$ cat config.mk
export PLATFORM = sky130hd
export DESIGN_NAME = bresenham_line_stepper
export DESIGN_NICKNAME = d
export VERILOG_FILES = /design/src/hw/rtl/bls_pkg.sv /design/src/hw/rtl/bresenham_line_stepper.sv /design/src/hw/rtl/bls_front.sv /design/src/hw/rtl/bls_cmd_queue.sv /design/src/hw/rtl/bls_back.sv
export SDC_FILE = /design/constraint.sdc
export NUM_CORES = 1
export LEC_CHECK = 0
export ABC_AREA = 1
export BUFFER_PORTS_ARGS = -buffer_cell sky130_fd_sc_hd__buf_2
export CAP_MARGIN = 20
export CORE_MARGIN = 1.5
export CORE_UTILIZATION = 45
export DETAILED_ROUTE_END_ITERATION = 6
export SETUP_SLACK_MARGIN = 0.05
export SLEW_MARGIN = 15
export SYNTH_ARGS = -nofsm -noshare
export SYNTH_HDL_FRONTEND = slang
export SYNTH_HIERARCHICAL = 1
export SYNTH_SLANG_ARGS = --single-unit
$ cat constraint.sdc
create_clock -name clk_i -period 6.5 [get_ports clk_i]
set_input_delay 0.325 -clock clk_i [delete_from_list [all_inputs] [get_ports clk_i]]
set_output_delay 0.325 -clock clk_i [all_outputs]
set_load 0.02 [all_outputs]
$ cat src/hw/rtl/bls_pkg.sv
// Package for the Bresenham line stepper: item and command types, widths, helpers.
// No dependencies; every other file of the block imports it.
package bls_pkg;

  // Coordinate width and derived widths of the decision arithmetic
  localparam int unsigned CoordW = 12;
  localparam int unsigned DecW   = CoordW + 3;  // signed decision term and diagonal increment
  localparam int unsigned IncW   = CoordW + 2;  // unsigned straight increment

  // Command queue between front and back
  localparam int unsigned QueueDepth = 2;
  localparam int unsigned QueuePtrW  = $clog2(QueueDepth);
  localparam int unsigned QueueCntW  = $clog2(QueueDepth + 1);

  // Request codes
  typedef enum logic [0:0] {
    REQ_START = 1'b0,
    REQ_STEP  = 1'b1
  } req_e;

  // Input beat
  typedef struct packed {
    req_e              req_type;
    logic [CoordW-1:0] start_x;
    logic [CoordW-1:0] start_y;
    logic [CoordW-1:0] end_x;
    logic [CoordW-1:0] end_y;
  } in_item_t;

  // Output beat
  typedef struct packed {
    logic [CoordW-1:0] pixel_x;
    logic [CoordW-1:0] pixel_y;
    logic              last;
  } out_item_t;

  // Classified command: a step, or a start with its line setup worked out
  typedef struct packed {
    req_e                    req;
    logic                    dir_x_neg;
    logic                    dir_y_neg;
    logic                    x_major;
    logic signed [DecW-1:0]  decision;
    logic signed [DecW-1:0]  inc_diag;
    logic [IncW-1:0]         inc_straight;
    logic [CoordW-1:0]       remaining;
    logic [CoordW-1:0]       cur_x;
    logic [CoordW-1:0]       cur_y;
  } cmd_t;

  // Status of the back end
  typedef struct packed {
    logic busy;
  } back_status_t;

  // One pixel step along an axis, wrapping at the coordinate width
  function automatic logic [CoordW-1:0] move_coord(logic [CoordW-1:0] c, logic neg);
    return neg ? (c - 1'b1) : (c + 1'b1);
  endfunction

endpackage

$ cat src/hw/rtl/bresenham_line_stepper.sv
// Top level of the Bresenham line stepper: front end, command queue and back end.
// Depends on bls_pkg, bls_front, bls_cmd_queue and bls_back.

// A start beat loads two endpoints and yields the first endpoint as a pixel; each
// step beat after it yields the next pixel of the line, with last set on the second
// endpoint. A step with no line in progress yields nothing, and a start during a
// line drops it. The block sustains one beat per clock unless the output stalls:
// the front end works out the line setup (deltas, major axis, decision term) as
// the beat enters the two-entry command queue; per pixel, the back end tests the
// decision sign and updates the decision, coordinates and count. A pixel passes the
// queue, then the output register; the input stalls only once the queue is full.
module bresenham_line_stepper
  import bls_pkg::*;
(
  input  logic      clk_i,
  input  logic      rst_ni,
  input  logic      in_valid_i,
  output logic      in_stall_o,
  input  in_item_t  in_i,
  output logic      out_valid_o,
  input  logic      out_stall_i,
  output out_item_t out_o
);

  cmd_t         front_cmd, queue_cmd;
  logic         queue_full, queue_valid, queue_pop;
  back_status_t back_status;

  assign in_stall_o = queue_full;

  // Classification and setup
  bls_front u_front (
    .item_i (in_i),
    .cmd_o  (front_cmd)
  );

  // Decoupling queue
  bls_cmd_queue u_queue (
    .clk_i   (clk_i),
    .rst_ni  (rst_ni),
    .push_i  (in_valid_i),
    .cmd_i   (front_cmd),
    .full_o  (queue_full),
    .valid_o (queue_valid),
    .pop_i   (queue_pop),
    .cmd_o   (queue_cmd)
  );

  // Line stepping
  bls_back u_back (
    .clk_i       (clk_i),
    .rst_ni      (rst_ni),
    .cmd_valid_i (queue_valid),
    .cmd_i       (queue_cmd),
    .pop_o       (queue_pop),
    .out_valid_o (out_valid_o),
    .out_stall_i (out_stall_i),
    .out_o       (out_o),
    .status_o    (back_status)
  );

  // A pixel that is not the last one leaves a line in progress behind it
  a_mid_pixel_busy: assert property (@(posedge clk_i) disable iff (!rst_ni)
    out_valid_o && !out_o.last |-> back_status.busy)
    else $error("non-final pixel pending while no line is in progress");

  // The final pixel of a line leaves the back end idle
  a_last_pixel_idle: assert property (@(posedge clk_i) disable iff (!rst_ni)
    out_valid_o && out_o.last |-> !back_status.busy)
    else $error("final pixel pending while a line is still in progress");

  // A step popped with no line in progress produces no pixel
  a_idle_step_silent: assert property (@(posedge clk_i) disable iff (!rst_ni)
    queue_pop && queue_valid && queue_cmd.req == REQ_STEP && !back_status.busy
    |=> !out_valid_o)
    else $error("step without a line in progress produced a pixel");

endmodule

$ cat src/hw/rtl/bls_front.sv
// Front end of the line stepper: classifies input beats and precomputes line setup.
// Depends on bls_pkg.
module bls_front
  import bls_pkg::*;
(
  input  in_item_t item_i,
  output cmd_t     cmd_o
);

  logic              dir_x_neg, dir_y_neg, x_major;
  logic [CoordW-1:0] adx, ady, maj, mnr;
  logic [DecW-1:0]   maj_e, mnr_e;

  // Direction signs and absolute deltas
  always_comb begin
    dir_x_neg = item_i.end_x < item_i.start_x;
    dir_y_neg = item_i.end_y < item_i.start_y;
    adx = dir_x_neg ? (item_i.start_x - item_i.end_x) : (item_i.end_x - item_i.start_x);
    ady = dir_y_neg ? (item_i.start_y - item_i.end_y) : (item_i.end_y - item_i.start_y);
    x_major = adx > ady;  // ties go to y
    maj = x_major ? adx : ady;
    mnr = x_major ? ady : adx;
    maj_e = {3'b000, maj};
    mnr_e = {3'b000, mnr};
  end

  // Command build: setup fields only matter for a start
  always_comb begin
    cmd_o.req          = item_i.req_type;
    cmd_o.dir_x_neg    = dir_x_neg;
    cmd_o.dir_y_neg    = dir_y_neg;
    cmd_o.x_major      = x_major;
    cmd_o.decision     = signed'({mnr_e[DecW-2:0], 1'b0} - maj_e);
    cmd_o.inc_diag     = signed'({mnr_e[DecW-2:0], 1'b0} - {maj_e[DecW-2:0], 1'b0});
    cmd_o.inc_straight = {1'b0, mnr, 1'b0};
    cmd_o.remaining    = maj;
    cmd_o.cur_x        = item_i.start_x;
    cmd_o.cur_y        = item_i.start_y;
  end

endmodule

$ cat src/hw/rtl/bls_cmd_queue.sv
// Short command queue that decouples the line stepper's front and back ends.
// Depends on bls_pkg.
module bls_cmd_queue
  import bls_pkg::*;
(
  input  logic clk_i,
  input  logic rst_ni,
  input  logic push_i,
  input  cmd_t cmd_i,
  output logic full_o,
  output logic valid_o,
  input  logic pop_i,
  output cmd_t cmd_o
);

  cmd_t                 mem_q [QueueDepth];
  logic [QueuePtrW-1:0] wr_ptr_q, wr_ptr_d, rd_ptr_q, rd_ptr_d;
  logic [QueueCntW-1:0] count_q, count_d;
  logic                 do_push, do_pop;

  assign full_o  = count_q == QueueCntW'(QueueDepth);
  assign valid_o = count_q != '0;
  assign cmd_o   = mem_q[rd_ptr_q];
  assign do_push = push_i && !full_o;
  assign do_pop  = pop_i && valid_o;

  // Pointer and fill count update
  always_comb begin
    wr_ptr_d = wr_ptr_q;
    rd_ptr_d = rd_ptr_q;
    count_d  = count_q;
    if (do_push) begin
      wr_ptr_d = (wr_ptr_q == QueuePtrW'(QueueDepth - 1)) ? '0 : wr_ptr_q + 1'b1;
    end
    if (do_pop) begin
      rd_ptr_d = (rd_ptr_q == QueuePtrW'(QueueDepth - 1)) ? '0 : rd_ptr_q + 1'b1;
    end
    case ({do_push, do_pop})
      2'b10:   count_d = count_q + 1'b1;
      2'b01:   count_d = count_q - 1'b1;
      default: count_d = count_q;
    endcase
  end

  always_ff @(posedge clk_i or negedge rst_ni) begin
    if (!rst_ni) begin
      wr_ptr_q <= '0;
      rd_ptr_q <= '0;
      count_q  <= '0;
    end else begin
      wr_ptr_q <= wr_ptr_d;
      rd_ptr_q <= rd_ptr_d;
      count_q  <= count_d;
    end
  end

  // Storage
  always_ff @(posedge clk_i) begin
    if (do_push) begin
      mem_q[wr_ptr_q] <= cmd_i;
    end
  end

endmodule

$ cat src/hw/rtl/bls_back.sv
// Back end of the line stepper: holds the line state, steps it, and drives the output register.
// Depends on bls_pkg.
module bls_back
  import bls_pkg::*;
(
  input  logic         clk_i,
  input  logic         rst_ni,
  input  logic         cmd_valid_i,
  input  cmd_t         cmd_i,
  output logic         pop_o,
  output logic         out_valid_o,
  input  logic         out_stall_i,
  output out_item_t    out_o,
  output back_status_t status_o
);

  logic [CoordW-1:0]      cur_x_q, cur_x_d, cur_y_q, cur_y_d, remaining_q, remaining_d;
  logic signed [DecW-1:0] decision_q, decision_d, inc_diag_q, inc_diag_d;
  logic [IncW-1:0]        inc_straight_q, inc_straight_d;
  logic                   dir_x_neg_q, dir_x_neg_d, dir_y_neg_q, dir_y_neg_d;
  logic                   x_major_q, x_major_d, busy_q, busy_d;
  logic                   out_valid_q, out_valid_d;
  out_item_t              out_q, out_d;
  logic                   can_take, emit;
  logic [CoordW-1:0]      rem_next, step_x, step_y;

  assign can_take    = !out_valid_q || !out_stall_i;
  assign pop_o       = cmd_valid_i && can_take;
  assign out_valid_o = out_valid_q;
  assign out_o       = out_q;
  assign status_o.busy = busy_q;

  // Line state update and result build
  always_comb begin
    cur_x_d        = cur_x_q;
    cur_y_d        = cur_y_q;
    remaining_d    = remaining_q;
    decision_d     = decision_q;
    inc_diag_d     = inc_diag_q;
    inc_straight_d = inc_straight_q;
    dir_x_neg_d    = dir_x_neg_q;
    dir_y_neg_d    = dir_y_neg_q;
    x_major_d      = x_major_q;
    busy_d         = busy_q;
    emit           = 1'b0;
    rem_next       = remaining_q - 1'b1;
    step_x         = cur_x_q;
    step_y         = cur_y_q;
    out_d          = out_q;

    if (pop_o) begin
      unique case (cmd_i.req)
        REQ_START: begin
          cur_x_d        = cmd_i.cur_x;
          cur_y_d        = cmd_i.cur_y;
          remaining_d    = cmd_i.remaining;
          decision_d     = cmd_i.decision;
          inc_diag_d     = cmd_i.inc_diag;
          inc_straight_d = cmd_i.inc_straight;
          dir_x_neg_d    = cmd_i.dir_x_neg;
          dir_y_neg_d    = cmd_i.dir_y_neg;
          x_major_d      = cmd_i.x_major;
          busy_d         = cmd_i.remaining != '0;
          emit           = 1'b1;
        end
        REQ_STEP: begin
          // a step with no line in progress is dropped
          if (busy_q) begin
            if (!decision_q[DecW-1]) begin
              if (x_major_q) begin
                step_y = move_coord(cur_y_q, dir_y_neg_q);
              end else begin
                step_x = move_coord(cur_x_q, dir_x_neg_q);
              end
              decision_d = decision_q + inc_diag_q;
            end else begin
              decision_d = decision_q + signed'({1'b0, inc_straight_q});
            end
            if (x_major_q) begin
              step_x = move_coord(cur_x_q, dir_x_neg_q);
            end else begin
              step_y = move_coord(cur_y_q, dir_y_neg_q);
            end
            cur_x_d     = step_x;
            cur_y_d     = step_y;
            remaining_d = rem_next;
            busy_d      = rem_next != '0;
            emit        = 1'b1;
          end
        end
        default: begin
          emit = 1'b0;
        end
      endcase
    end

    if (emit) begin
      out_d.pixel_x = cur_x_d;
      out_d.pixel_y = cur_y_d;
      out_d.last    = remaining_d == '0;
    end
    out_valid_d = can_take ? emit : out_valid_q;
  end

  // Control and line state
  always_ff @(posedge clk_i or negedge rst_ni) begin
    if (!rst_ni) begin
      cur_x_q        <= '0;
      cur_y_q        <= '0;
      remaining_q    <= '0;
      decision_q     <= '0;
      inc_diag_q     <= '0;
      inc_straight_q <= '0;
      dir_x_neg_q    <= 1'b0;
      dir_y_neg_q    <= 1'b0;
      x_major_q      <= 1'b0;
      busy_q         <= 1'b0;
      out_valid_q    <= 1'b0;
    end else begin
      cur_x_q        <= cur_x_d;
      cur_y_q        <= cur_y_d;
      remaining_q    <= remaining_d;
      decision_q     <= decision_d;
      inc_diag_q     <= inc_diag_d;
      inc_straight_q <= inc_straight_d;
      dir_x_neg_q    <= dir_x_neg_d;
      dir_y_neg_q    <= dir_y_neg_d;
      x_major_q      <= x_major_d;
      busy_q         <= busy_d;
      out_valid_q    <= out_valid_d;
    end
  end

  // Output payload
  always_ff @(posedge clk_i) begin
    out_q <= out_d;
  end

endmodule

Word level (Yosys, flattened, before mapping). Memory sizes are Yosys's and may differ from the RTL's. Index checks and enable logic that the tools add are counted.

Flip-flop bits (word level): 114. Memory bits (writable): 164. Input bits: 53. Output and inout bits: 27. Logic and storage cells: 89. Memories kept: 1.

Memories: u_queue.mem_q (words 2, bits a word 82, read ports 1, clocked after Yosys merged registers in 0, wr ports 1, line bls_cmd_queue.sv:16) `cmd_t mem_q [QueueDepth];`.

Add/sub/neg operators: 17. Magnitude comparators: 3. Equal/unequal tests: 4. Muxes and demuxes: 32. Bitwise logic cells: 1. Reduce and logical (&&, ||, !) cells: 14.

Operators by type and width (count): two-way mux 12 bit (16); case mux 12 bit (2 select lines) (3); subtractor 12 bit (4); subtractor 12 x 1 -> 12 bit, second input constant (3); adder 15 bit (2); two-way mux 15 bit (2); case mux 15 bit (2 select lines) (1); adder 12 x 1 -> 12 bit, second input constant (2); < comparator 12 bit (2); nonzero test 12 bit (2); subtractor 13 x 12 -> 14 bit (1); subtractor 13 x 13 -> 14 bit (1); greater-than comparator 12 bit (1); logical NOT 12 bit (1); two-way mux 1 bit (7); == test 2 bit, second input constant (2); case mux 1 bit (2 select lines) (2); case mux 2 bit (2 select lines) (1); AND reduction 2 bit (2); nonzero test 2 bit (2); logical AND 1 bit (3); logical NOT 1 bit (3); adder 1 bit, second input constant (2); adder 2 x 1 -> 2 bit, second input constant (1); 5 further kinds (5).

Longest topological paths before layout. Gate-level depths: netlist of the first run.

Depth in word-level cells: 7. Depth in mapped cells: 37. Mapped depth without buffers: 37.

Modules after synthesis. The synthesis of the first run kept the hierarchy.

By module, submodules not included: bls_back (instances 1, cells an instance 957, area each 6961.7 um^2, seq. area each 2877.8 um^2); bls_cmd_queue (instances 1, cells an instance 471, area each 6361.1 um^2, seq. area each 5144.9 um^2); bls_front (instances 1, cells an instance 977, area each 5226.3 um^2, seq. area each 0.0 um^2).

Worst setup path after synthesis of the first run. Ideal clock, no wire load.

Path type: register -> register. Start: register u_queue.count_q[1]. End: memory u_queue/mem_q[1][0] (netlist name), enable pin. Library setup time: 527 ps. Data arrival time: 4098 ps. Data required time: 5973 ps. Slack: 1875 ps. Stages on the path, launching flop included: 4. Path buffers: 0. Clock period less this slack: 4625 ps. Path through: dfrtp_1 > inv_1 > o21ai_0 > nor2_1.

Longest elaborated chain between the ends: 5.

RTL lines: start, declared (line bls_cmd_queue.sv:18) `logic [QueueCntW-1:0] count_q, count_d;`; start signal, assigned (line bls_cmd_queue.sv:53) `count_q <= count_d;`; == test 2 bit (line bls_cmd_queue.sv:21) `assign full_o = count_q == QueueCntW'(QueueDepth);`; logical NOT 1 bit (line bls_cmd_queue.sv:24) `assign do_push = push_i && !full_o;`; logical AND 1 bit (line bls_cmd_queue.sv:24); two-way mux 1 bit (line bls_cmd_queue.sv:59) `if (do_push) begin`; two-way mux 1 bit (implied by the code) (line bls_cmd_queue.sv:60) `mem_q[wr_ptr_q] <= cmd_i;`; end, declared (line bls_cmd_queue.sv:16).

Every way passes these cells.

==> results of run 1 <==
==> cell families after synthesis <==
family	synth area share
simple gates	0.309
compound gates	0.0668
other cells	0.000202
flops	0.433
buf+inv	0.0927
xor+xnor	0.0188
fa+ha+maj	0.0797
==> flip-flops by register name, summed over array words and instances (netlist names), 2 cells and up <==
signal and count:
u_back/inc_straight_q 14, u_back/cur_x_q 12, u_queue/count_q 2, u_queue/mem_q 168, u_back/inc_diag_q 15, u_back/cur_y_q 12, u_back/decision_q 15, u_back/remaining_q 12
u_back/out_o 25
==> cell type report <==
type                       count  area share
tap                          532      0.0329
sequential                   282       0.396
clock buffer                  43      0.0447
inverter                     290      0.0541
clock inverter                17     0.00760
timing repair buffer         101      0.0292
multi-input combinational   1746       0.435
==> metrics by stage <==
| stage | instances | util | worst slack (ps) | total power (uW) |
|---|---|---|---|---|
| 6_report | 3011 | 0.497 | 1080 | 11400 |
| 3_3_place_gp | 2940 | 0.469 | 1230 | 9430 |
| 5_1_grt | 3011 | 0.497 | 585 | 12400 |
| 4_1_cts | 3011 | 0.497 | 1170 | 11400 |
| 3_5_place_dp | 2940 | 0.469 | 1080 | 9520 |
| 2_1_floorplan | 2407 | - | 1870 | 7930 |
==> routing by layer <==
layer / global-route usage / vias up / wire [um]
met1: 0.358 / 7167 / 25200
met3: 0.0317 / 70 / 2150
met4: 0.0769 / 0 / 1360
li1: - / 7776 / -
met5: 0 / - / 0
met2: 0.379 / 343 / 22100
==> path summary, 6_finish.rpt <==
| kind | end |
|---|---|
| worst max-delay path | u_queue/mem_q[1][75] |
| worst min-delay path | u_queue/mem_q[0][0] |
| worst max register to register | u_back/out_o[0] |
| worst min register to register | u_back/inc_diag_q[11] |
| max in group asynchronous | u_back/inc_diag_q[0] |
| min in group asynchronous | u_back/cur_y_q[8] |
==> where the power goes <==
part           leakage (uW)  internal [uW]  switching, uW
Sequential          0.00289           3050            308
Combinational       0.00677           1870           4300
Clock              0.000509           1070            759
==> cells in the final DEF (no fill, tap or decap), types with 9 or more instances in the layout <==
master | netlist | routed
sky130_fd_sc_hd__clkbuf_16 | 0 | 35
sky130_fd_sc_hd__nand3_2 | 16 | 16
sky130_fd_sc_hd__o21bai_1 | 9 | 9
sky130_fd_sc_hd__nand2_1 | 967 | 967
sky130_fd_sc_hd__inv_1 | 274 | 273
sky130_fd_sc_hd__nand3_1 | 146 | 146
sky130_fd_sc_hd__edfxtp_1 | 193 | 193
sky130_fd_sc_hd__nor2_1 | 142 | 141
sky130_fd_sc_hd__dfrtp_1 | 89 | 88
sky130_fd_sc_hd__nand4_1 | 24 | 24
sky130_fd_sc_hd__a21oi_1 | 89 | 89
sky130_fd_sc_hd__buf_2 | 28 | 78
sky130_fd_sc_hd__xor2_1 | 29 | 29
sky130_fd_sc_hd__xnor2_1 | 9 | 9
sky130_fd_sc_hd__ha_1 | 107 | 107
sky130_fd_sc_hd__o21ai_0 | 75 | 75
sky130_fd_sc_hd__inv_2 | 12 | 12
sky130_fd_sc_hd__dlygate4sd3_1 | 0 | 11
sky130_fd_sc_hd__buf_4 | 38 | 12
sky130_fd_sc_hd__nand2_2 | 34 | 34
==> metrics.md, run 1 <==
| Metric | Value |
|---|---|
| Hold Violations, Final | `0` |
| Most instantiated cells after synthesis | `sky130_fd_sc_hd__nand2_1, sky130_fd_sc_hd__inv_1, sky130_fd_sc_hd__edfxtp_1` |
| CP Capture Type | `flip-flop` |
| Sequential cell area | `8020 um^2` |
| Delay of the slowest cell on the worst path | `520 ps` |
| Number of cells produced by synthesis | `2,405` |
| Crit path top cell by count | `sky130_fd_sc_hd__nand2_1` |
| Data required time at the worst endpoint | `6790 ps` |
| Starting utilization of the core area | `0.455` |
| Post-detailed-route via-to-cell ratio | `5.10` |
| Total congestion overflow | `0` |
| DRC marker count from the first detailed-route iteration | `1,201` |
| Status | `finished, final reports clean` |
| Worst hold path stage count | `1` |
| Cell row count | `74` |
| Maximum fanout encountered on the critical timing path | `25` |
| Final critical delay including setup and external delays | `5420 ps` |
| Highest clock frequency the design can meet | `185 MHz` |
| R2r worst-path depth | `15` |
| Post-CTS setup repair buffer count | `0` |
| Placed instance area | `19,100 um^2` |
| Cell area after layout | `20,300 um^2` |
| Count of nets after finishing | `2,622` |
| Family with the most delay on the worst path | `simple AND/OR/NAND/NOR gates` |
| Cell chosen for the clock root | `sky130_fd_sc_hd__clkbuf_16` |
| Count of inserted antenna diode cells | `0` |
| Crit share post-route | `0.833` |
| Commonest register cell after synthesis | `sky130_fd_sc_hd__edfxtp_1` |
| Number of warning messages in the yosys log | `6` |
| Number of endpoints failing setup at the final stage | `0` |
| Via count of the first global-routing pass | `14,600` |
| Clock input transition at the sequential cells of the worst setup and hold paths | `50 ps` |
| Core area | `40,700 um^2` |
| Worst rel slew slack | `0.316` |
| DRC viols | `0` |
| Post-DRT Antenna Nets | `0` |
| Async set or reset register ratio after synthesis | `0.316` |
| Arr. time, crit path | `5700 ps` |
| Drt total wl | `50,800 um` |
| Top-level I/O count | `80` |
| RD Place Congestion | `0.951` |
| Drt pass-1 iters | `5` |
| Max H-tree Level | `2` |
| Synthesized area per cell | `7.71 um^2` |
| Overall via count from detail_route | `15,400` |
| Worst clock skew | `18.1 ps` |
| Critical Path Stages | `30` |
| Hold path startpoint | `in_i[24]` |
| Layout-stage area growth over the synthesis result | `9.21%` |
| Number of max-capacitance violations reported | `0` |
| Pin count of the biggest net entering global routing | `60` |
| Area enclosed by the die boundary | `42,400 um^2` |
| Tightest Hold Check Type | `input pin to flip-flop` |
| TritonCTS clock tree | `yes` |
| Fraction of final layout cells with drive strength greater than 1 | `0.0936` |
| Top cells by area in the synthesized netlist | `sky130_fd_sc_hd__edfxtp_1, sky130_fd_sc_hd__nand2_1, sky130_fd_sc_hd__dfrtp_1` |
| Number of gates given a new drive strength after cts | `0` |
| Clock buffer count from CTS | `34` |
| Die Ht | `206 um` |
| Slew at the pin with the worst max-slew slack | `1020 ps` |
| Total leakage power | `0.0102 uW` |
| Width of the die | `206 um` |
| Setup repair after global routing missed its margin | `false` |
| Seq cells post-synth | `282` |
| Peak supply drop | `0.250 mV` |
| Setup_tns | `0 ps` |
| Number of antenna violations at the first check in global routing | `1` |
| Max-slew violation count | `0` |
| Beginning of the critical path | `in_i[36]` |
| Power Dens Cells | `560 nW/um^2` |
| Sum of net half-perimeters after detailed placement | `38,000 um` |
| Number of flops mapped to enable cells by yosys | `193` |
| R2R Path Start | `u_queue/rd_ptr_q` |
| Insertion delay of the later-clocked pin in the worst-skew pair | `550 ps` |
| Area of the mapped netlist | `18,500 um^2` |
| Most common cell in the netlist | `sky130_fd_sc_hd__nand2_1` |
| Cell with the largest stage delay on the worst path | `sky130_fd_sc_hd__dlygate4sd3_1` |
| Deepest clock path buffer count | `3` |
| Wire length of the first global-routing pass | `80,000 um` |
| Worst Path Class, Setup | `input pin to flip-flop` |
| Total number of clock tree sinks | `282` |
| Slack of the worst reg-to-reg path | `2880 ps` |
| Post-synth top area share | `0.312` |
| IO Port Bufs | `79` |
| Hold bufs inserted after CTS | `11` |
| Area of the multi-input gates | `8820 um^2` |
| Routed WL per cell | `16.9 um` |
| Cell accounting for the most synthesized area | `sky130_fd_sc_hd__edfxtp_1` |
| Post-route worst hold slack | `27.1 ps` |
| Crit path buf inv count | `6` |
| Filler cell count in the final layout | `4,048` |
| CP Launch Type | `input pin` |
| Count of unique library cells instantiated by Yosys | `53` |
| Total track usage | `0.246` |
| Proportion of synthesized chip area in sequential cells | `0.433` |
Note: power is estimated with default switching activity, not from simulation.
==> run 2, diff against run 1 <==
==> constraint.sdc (replaced) <==
create_clock -name clk_i -period 5 [get_ports clk_i]
set_input_delay 0.25 -clock clk_i [delete_from_list [all_inputs] [get_ports clk_i]]
set_output_delay 0.25 -clock clk_i [all_outputs]
set_load 0.02 [all_outputs]
==> run 2 against run 1 <==
  * Final cell count grew 1.9%
  * Hold slack gained 9.2 ps
  * Design area grew 3.2%
  * Highest routed layer unchanged
==> metrics.md, run 2 (synthesis gave the netlist of run 1 again) <==
| Metric | Value |
|---|---|
| Finished Core Util | `0.513 (+0.0159)` |
| Routed WL per cell | `17.2 um (+1.6%)` |
| Area enclosed by the die boundary | `42,400 um^2 (unchanged)` |
| Largest register FFs | `168 (unchanged)` |
| Total leakage power | `0.0104 uW (+2.5%)` |
| Wire length of the first global-routing pass | `82,500 um (+3.1%)` |
| Number of endpoints failing setup at the final stage | `0 (unchanged)` |
| Commonest cells after routing, fill and taps aside | `sky130_fd_sc_hd__nand2_1, sky130_fd_sc_hd__inv_1, sky130_fd_sc_hd__edfxtp_1, sky130_fd_sc_hd__nand3_1, sky130_fd_sc_hd__nor2_1` |
| CP Launch Type | `input pin` |
| Cell with the largest stage delay on the worst path | `sky130_fd_sc_hd__dlygate4sd3_1` |
| Arr. time, crit path | `5040 ps (-660 ps)` |
| Die Ht | `206 um (unchanged)` |
| Max H-tree Level | `1 (-1)` |
| Total track usage | `0.250 (+0.00459)` |
| Clock buffer count from CTS | `31 (-8.8%)` |
| RD Place Congestion | `0.936 (-1.6%)` |
| DRC viols | `0 (unchanged)` |
| Commonest non-fill, non-tap cell in the layout | `sky130_fd_sc_hd__nand2_1` |
| Worst rel slew slack | `0.337 (+0.0204)` |
| Top-level I/O count | `80 (unchanged)` |
| Layout-stage area growth over the synthesis result | `12.7%` |
| Post-DRT Antenna Nets | `0 (unchanged)` |
| Crit share post-route | `0.930` |
| Reg with most FFs | `u_queue/mem_q` |
| DP Worst Slack | `-42.8 ps (-1130 ps)` |
| Count of nets after finishing | `2,677 (+2.1%)` |
| Cell row count | `74 (unchanged)` |
| Status | `finished, final reports clean` |
| Slew at the pin with the worst max-slew slack | `995 ps (-28.1 ps)` |
| Setup ws final | `350 ps (-734 ps)` |
| Hold Violations, Final | `0 (unchanged)` |
| Number of max-capacitance violations reported | `0 (unchanged)` |
| Core area | `40,700 um^2 (unchanged)` |
| Delay of the slowest cell on the worst path | `530 ps (about the same)` |
| Total number of clock tree sinks | `282 (unchanged)` |
| Final critical delay including setup and external delays | `4650 ps` |
| Setup repair after global routing missed its margin | `false` |
| Overall via count from detail_route | `15,600 (+1.7%)` |
| IO Port Bufs | `79 (unchanged)` |
| Peak supply drop | `0.345 mV (+38%)` |
| Drt total wl | `52,600 um (+3.5%)` |
| Drt pass-1 iters | `6 (+1)` |
| Fraction of final layout cells with drive strength greater than 1 | `0.124 (+0.0307)` |
| CP Capture Type | `flip-flop` |
| Clock input transition at the sequential cells of the worst setup and hold paths | `60 ps (about the same)` |
| Pin count of the biggest net entering global routing | `62 (+3.3%)` |
| Tightest Hold Check Type | `input pin to flip-flop` |
| DRC marker count from the first detailed-route iteration | `1,147 (-4.5%)` |
| Worst Path Class, Setup | `input pin to flip-flop` |
| Cell chosen for the clock root | `sky130_fd_sc_hd__clkbuf_16` |
| Total congestion overflow | `0 (unchanged)` |
| Power Dens Cells | `727 nW/um^2 (+30%)` |
| Maximum fanout encountered on the critical timing path | `10 (-60%)` |
| Worst clock skew | `22.5 ps (+4.47 ps)` |
| Filler cell count in the final layout | `3,991 (-1.4%)` |
| Via count of the first global-routing pass | `14,900 (+2.1%)` |
| Deepest clock path buffer count | `3 (unchanged)` |
| Cell area after layout | `20,900 um^2 (+3.2%)` |
| Insertion delay of the later-clocked pin in the worst-skew pair | `570 ps (+20 ps)` |
| Number of antenna violations at the first check in global routing | `0 (-1)` |
| Width of the die | `206 um (unchanged)` |
| TritonCTS clock tree | `yes` |
| Setup_tns | `0 ps (unchanged)` |
| Starting utilization of the core area | `0.455 (unchanged)` |
| Max-slew violation count | `0 (unchanged)` |
| Sum of net half-perimeters after detailed placement | `39,500 um (+4.0%)` |
| Data required time at the worst endpoint | `5390 ps (-1400 ps)` |
| Highest clock frequency the design can meet | `215 MHz` |
| Post-detailed-route via-to-cell ratio | `5.09 (-0.17%)` |
| Placed instance area | `19,400 um^2 (+1.5%)` |
| Crit path top cell by count | `sky130_fd_sc_hd__nand2_1` |
[run 2: changes by cell type in the layout (fill, tap and decap cells not counted), sizes merged]
cell	delta
buf	+44
clkbuf	+5
clkinv	-3
clkinvlp	-3
diode	+1
dlygate4sd3	+14
inv	-2
[run 2: through the flow]
step | std cells | hold WS [ps] | power [uW]
floorplan | 2407 | -45.6 | 10300
global placement | 2978 | 276 | 12700
detailed placement | 2978 | 286 | 12800
CTS | 3060 | 0.755 | 15100
global route | 3066 | 24.2 | 16500
finish | 3067 | 36.2 | 15200
[run 2: where the power goes]
group | total [uW] | leakage, uW | switching [uW] | internal [uW]
Clock | 2250 | 0.000495 | 920 | 1330
Sequential | 4380 | 0.00289 | 416 | 3960
Combinational | 8560 | 0.00704 | 5810 | 2750
Total | 15200 | 0.0104 | 7150 | 8040
[run 2: what timing repair did]
| action | CTS | global route |
|---|---|---|
| endpoints found under the hold margin | 83 | 0 |
| hold buffers | 25 | 0 |
| setup endpoints to repair | 0 | 44 |
| setup buffers | 0 | 6 |
| resized for setup | 0 | 55 |
[run 2: final cells by class]
| class | instances | area (um^2) | share of cell area |
|---|---|---|---|
| repair buffers | 159 | 1080 | 0.0515 |
| multi-input cells | 1746 | 9030 | 0.432 |
| flip-flops and latches | 282 | 8020 | 0.384 |
| inverters | 290 | 1110 | 0.0530 |
| clock buffers | 48 | 900 | 0.0430 |
| diodes | 1 | 2.50 | 0.000120 |
| well taps | 532 | 666 | 0.0318 |
| clock inverters | 9 | 100 | 0.00479 |
[run 2: critical path: cells and delay by family]
kind	cells	cell delay (ps)
adders and majority gates	3	1090
and+or+nand+nor	18	1830
buffers and inverters	7	1270
xor gates and xnor gates	1	200
AOI/OAI and AO/OA	1	400
[run 2: worst paths after layout]
kind,start,end,slack [ps],cells past startpoint
setup / recovery,in_i[31],u_queue/mem_q[1][73],350,30
hold / removal,in_i[37],u_queue/mem_q[1][13],40,1
setup reg to reg,u_queue/rd_ptr_q,u_back/out_o[0],1790,12
hold reg to reg,u_back/inc_straight_q[8],u_back/inc_straight_q[8],470,2
max in group asynchronous,rst_ni,u_back/remaining_q[5],3660,3
min in group asynchronous,rst_ni,u_back/cur_y_q[5],210,2
[run 2: layer usage]
layer | vias to the layer above | GRT usage | wire (um)
met4 | 0 | 0.0479 | 749
met2 | 357 | 0.392 | 23300
met3 | 44 | 0.0210 | 2440
li1 | 7900 | - | -
met1 | 7314 | 0.378 | 26100
met5 | - | 0 | 0
==> run 3, diff against run 2 <==
--- a/config.mk
+++ b/config.mk
@@ -8,9 +8,12 @@
 export ABC_AREA = 1
 export BUFFER_PORTS_ARGS = -buffer_cell sky130_fd_sc_hd__buf_2
 export CAP_MARGIN = 20
+export CELL_PAD_IN_SITES_DETAIL_PLACEMENT = 0
+export CELL_PAD_IN_SITES_GLOBAL_PLACEMENT = 1
 export CORE_MARGIN = 1.5
 export CORE_UTILIZATION = 45
 export DETAILED_ROUTE_END_ITERATION = 6
+export PLACE_DENSITY_LB_ADDON = 0.1
 export SETUP_SLACK_MARGIN = 0.05
 export SLEW_MARGIN = 15
 export SYNTH_ARGS = -nofsm -noshare
==> run 3 against run 2 <==
  * Flip-flop and latch count unchanged
  * Maximum frequency increased by 1.1%
  * Highest routed layer unchanged
  * Clock power grew 8%
  * Critical path type unchanged
  * Setup slack improved by 50 ps
  * Non-clock buffer count down 8
  * Register-to-register slack improved by 130 ps
  * Final cell count fell by 0.20%
  * Power rose by 1.2%
==> metrics.md, run 3 (synthesis gave the netlist of run 1 again) <==
| Metric | Value |
|---|---|
| Total leakage power | `0.0104 uW (about the same)` |
| Clk pwr share | `0.157 (+0.009)` |
| R2r worst-path depth | `12 (unchanged)` |
| Total number of clock tree sinks | `282 (unchanged)` |
| Top-level I/O count | `80 (unchanged)` |
| Final critical delay including setup and external delays | `4600 ps (-50.5 ps)` |
| Count of nets after finishing | `2,672 (-0.19%)` |
| Total congestion overflow | `0 (unchanged)` |
| Delay of the slowest cell on the worst path | `540 ps (about the same)` |
| Hold Violations, Final | `0 (unchanged)` |
| TritonCTS clock tree | `yes` |
| Number of antenna violations at the first check in global routing | `2 (+2)` |
| Status | `finished, final reports clean` |
| Hold path startpoint | `in_i[25]` |
| Starting utilization of the core area | `0.455 (unchanged)` |
| Reg with most FFs | `u_queue/mem_q` |
| Hold EP | `u_queue/mem_q[0][1]` |
| Max H-tree Level | `2 (+1)` |
| Worst Path Class, Setup | `input pin to flip-flop` |
| IO Port Bufs | `79 (unchanged)` |
| Beginning of the critical path | `in_i[46]` |
| Worst rel slew slack | `0.367 (+0.0301)` |
| Tightest Hold Check Type | `input pin to flip-flop` |
| Peak supply drop | `0.408 mV (+18%)` |
| DRC marker count from the first detailed-route iteration | `1,144 (-0.26%)` |
| Crit path top cell by count | `sky130_fd_sc_hd__nand2_1` |
| Finished Core Util | `0.511 (-0.00190)` |
| Drt pass-1 iters | `5 (-1)` |
| Design Power | `15,400 uW (+1.2%)` |
| Cell chosen for the clock root | `sky130_fd_sc_hd__clkbuf_16` |
| Via count of the first global-routing pass | `15,000 (+0.75%)` |
| Worst reg2reg endpoint | `u_back/out_o[0]` |
| Arr. time, crit path | `4870 ps (-170 ps)` |
| Commonest non-fill, non-tap cell in the layout | `sky130_fd_sc_hd__nand2_1` |
| DP Worst Slack | `-190 ps (-147 ps)` |
| Overall via count from detail_route | `15,800 (+0.92%)` |
| Slew at the pin with the worst max-slew slack | `946 ps (-48.6 ps)` |
| Slack of the worst reg-to-reg path | `1920 ps (+130 ps)` |
| Deepest clock path buffer count | `3 (unchanged)` |
| Total track usage | `0.263 (+0.0128)` |
| Cell with the largest stage delay on the worst path | `sky130_fd_sc_hd__dlygate4sd3_1` |
| Commonest cells after routing, fill and taps aside | `sky130_fd_sc_hd__nand2_1, sky130_fd_sc_hd__inv_1, sky130_fd_sc_hd__edfxtp_1, sky130_fd_sc_hd__nand3_1, sky130_fd_sc_hd__nor2_1` |
| Pin count of the biggest net entering global routing | `60 (-3.2%)` |
| Maximum fanout encountered on the critical timing path | `11 (+1)` |
| DRC viols | `0 (unchanged)` |
| Width of the die | `206 um (unchanged)` |
| Area enclosed by the die boundary | `42,400 um^2 (unchanged)` |
| Post-DRT Antenna Nets | `0 (unchanged)` |
| Setup repair after global routing missed its margin | `false` |
| Die Ht | `206 um (unchanged)` |
| Max-slew violation count | `0 (unchanged)` |
| Fraction of final layout cells with drive strength greater than 1 | `0.116 (-0.00845)` |
| Wire length of the first global-routing pass | `84,700 um (+2.7%)` |
| Clock input transition at the sequential cells of the worst setup and hold paths | `50 ps (about the same)` |
| Crit share post-route | `0.920 (-0.0101)` |
| Layout-stage area growth over the synthesis result | `12.3%` |
| Power Dens Cells | `738 nW/um^2 (+1.6%)` |
| Core area | `40,700 um^2 (unchanged)` |
| Insertion delay of the later-clocked pin in the worst-skew pair | `550 ps (-20 ps)` |
| R2R Path Start | `u_queue/rd_ptr_q` |
| Post-Place Cells | `2,976 (-0.067%)` |
| Worst clock skew | `20.1 ps (-2.41 ps)` |
| Number of max-capacitance violations reported | `0 (unchanged)` |
| Drt total wl | `54,400 um (+3.4%)` |
| Share of total power consumed by net switching | `0.473 (+0.00273)` |
| Highest clock frequency the design can meet | `217 MHz (+1.1%)` |
| Setup_tns | `0 ps (unchanged)` |
| CP Launch Type | `input pin` |
| Sw power | `7280 uW (+1.8%)` |
| Count of inserted antenna diode cells | `0 (-1)` |
| Sequential share of power | `0.285 (-0.003)` |
| Sum of net half-perimeters after detailed placement | `41,500 um (+4.8%)` |
| Routed WL per cell | `17.8 um (+3.6%)` |
| Largest register FFs | `168 (unchanged)` |
| Number of endpoints failing setup at the final stage | `0 (unchanged)` |
| CP Capture Type | `flip-flop` |
| Data required time at the worst endpoint | `5270 ps (-120 ps)` |
| Post-layout instance count excluding filler cells | `3,061 (-0.20%)` |
| Filler cell count in the final layout | `4,015 (+0.60%)` |
| Internal power consumption | `8100 uW (+0.71%)` |
| Post-detailed-route via-to-cell ratio | `5.15 (+1.1%)` |
| Cell row count | `74 (unchanged)` |
| Combinational share of power | `0.557 (-0.007)` |
| Worst hold path stage count | `1 (unchanged)` |
| RD Place Congestion | `0.900 (-3.9%)` |
| Clock buffer count from CTS | `34 (+9.7%)` |
| Setup ws final | `400 ps (+50.5 ps)` |
run 3: cell count changes in the layout (fill, tap and decap cells not counted), sizes merged, moves of 2 or more:
cell | before | now
clkinvlp | 0 | 2
clkbuf | 48 | 41
inv | 286 | 288
clkinv | 11 | 16
buf | 134 | 127
run 3: worst max-delay path by stage:
stage / cells past startpoint / to
floorplan: 3 / u_queue/mem_q[1][0]
CTS: 31 / u_queue/mem_q[1][75]
global route: 29 / u_queue/mem_q[1][77]
global placement: 28 / u_queue/mem_q[0][75]
finish: 31 / u_queue/mem_q[1][74]
detailed placement: 33 / u_queue/mem_q[1][75]
run 3: final cells by class:
cell class / instances / area, um^2 / share of cell area
Sequential cell: 282 / 8020 / 0.385
Timing Repair Buffer: 151 / 1010 / 0.0483
Multi-Input combinational cell: 1746 / 8940 / 0.429
Tap cell: 532 / 666 / 0.0320
Clock buffer: 41 / 887 / 0.0426
Inverter: 290 / 1100 / 0.0530
Clock inverter: 19 / 196 / 0.00943
run 3: timing repair:
action,in CTS,in global routing
hold endpoints to repair,89,0
hold buffers,24,0
setup buffers,0,1
resized for setup,0,31
endpoints found under the setup margin,0,46
run 3: layer usage:
| metal | vias up | global-route usage | part of all wire |
|---|---|---|---|
| li1 | 7881 | - | - |
| met1 | 7432 | 0.389 | 0.49 |
| met2 | 388 | 0.409 | 0.44 |
| met3 | 58 | 0.0331 | 0.051 |
| met4 | 0 | 0.0595 | 0.019 |
| met5 | - | 0 | 0 |
run 3: worst max-delay path: cells and delay by family:
kind / cells / cell delay, ps
and+or+nand+nor: 22 / 2250
adders and majority gates: 3 / 1120
buffers and inverters: 5 / 1040
xor gates and xnor gates: 1 / 200
run 3: per-stage QoR:
step | area, um^2 | hold slack (ps)
CTS | 20700 | 1.88
global placement | 19400 | 332
detailed placement | 19400 | 331
global route | 20800 | 19.4
finish | 20800 | 38.4
floorplan | 18600 | -45.6
run 3: power by group through the flow:
| stage | clock network, uW | registers, uW | logic, uW |
|---|---|---|---|
| 3_3_place_gp | 0 | 4420 | 8370 |
| 5_1_grt | 2570 | 4500 | 9630 |
| 6_report | 2420 | 4390 | 8570 |
| 3_5_place_dp | 0 | 4440 | 8430 |
| 2_1_floorplan | 0 | 4470 | 5830 |
| 4_1_cts | 2490 | 4400 | 8490 |
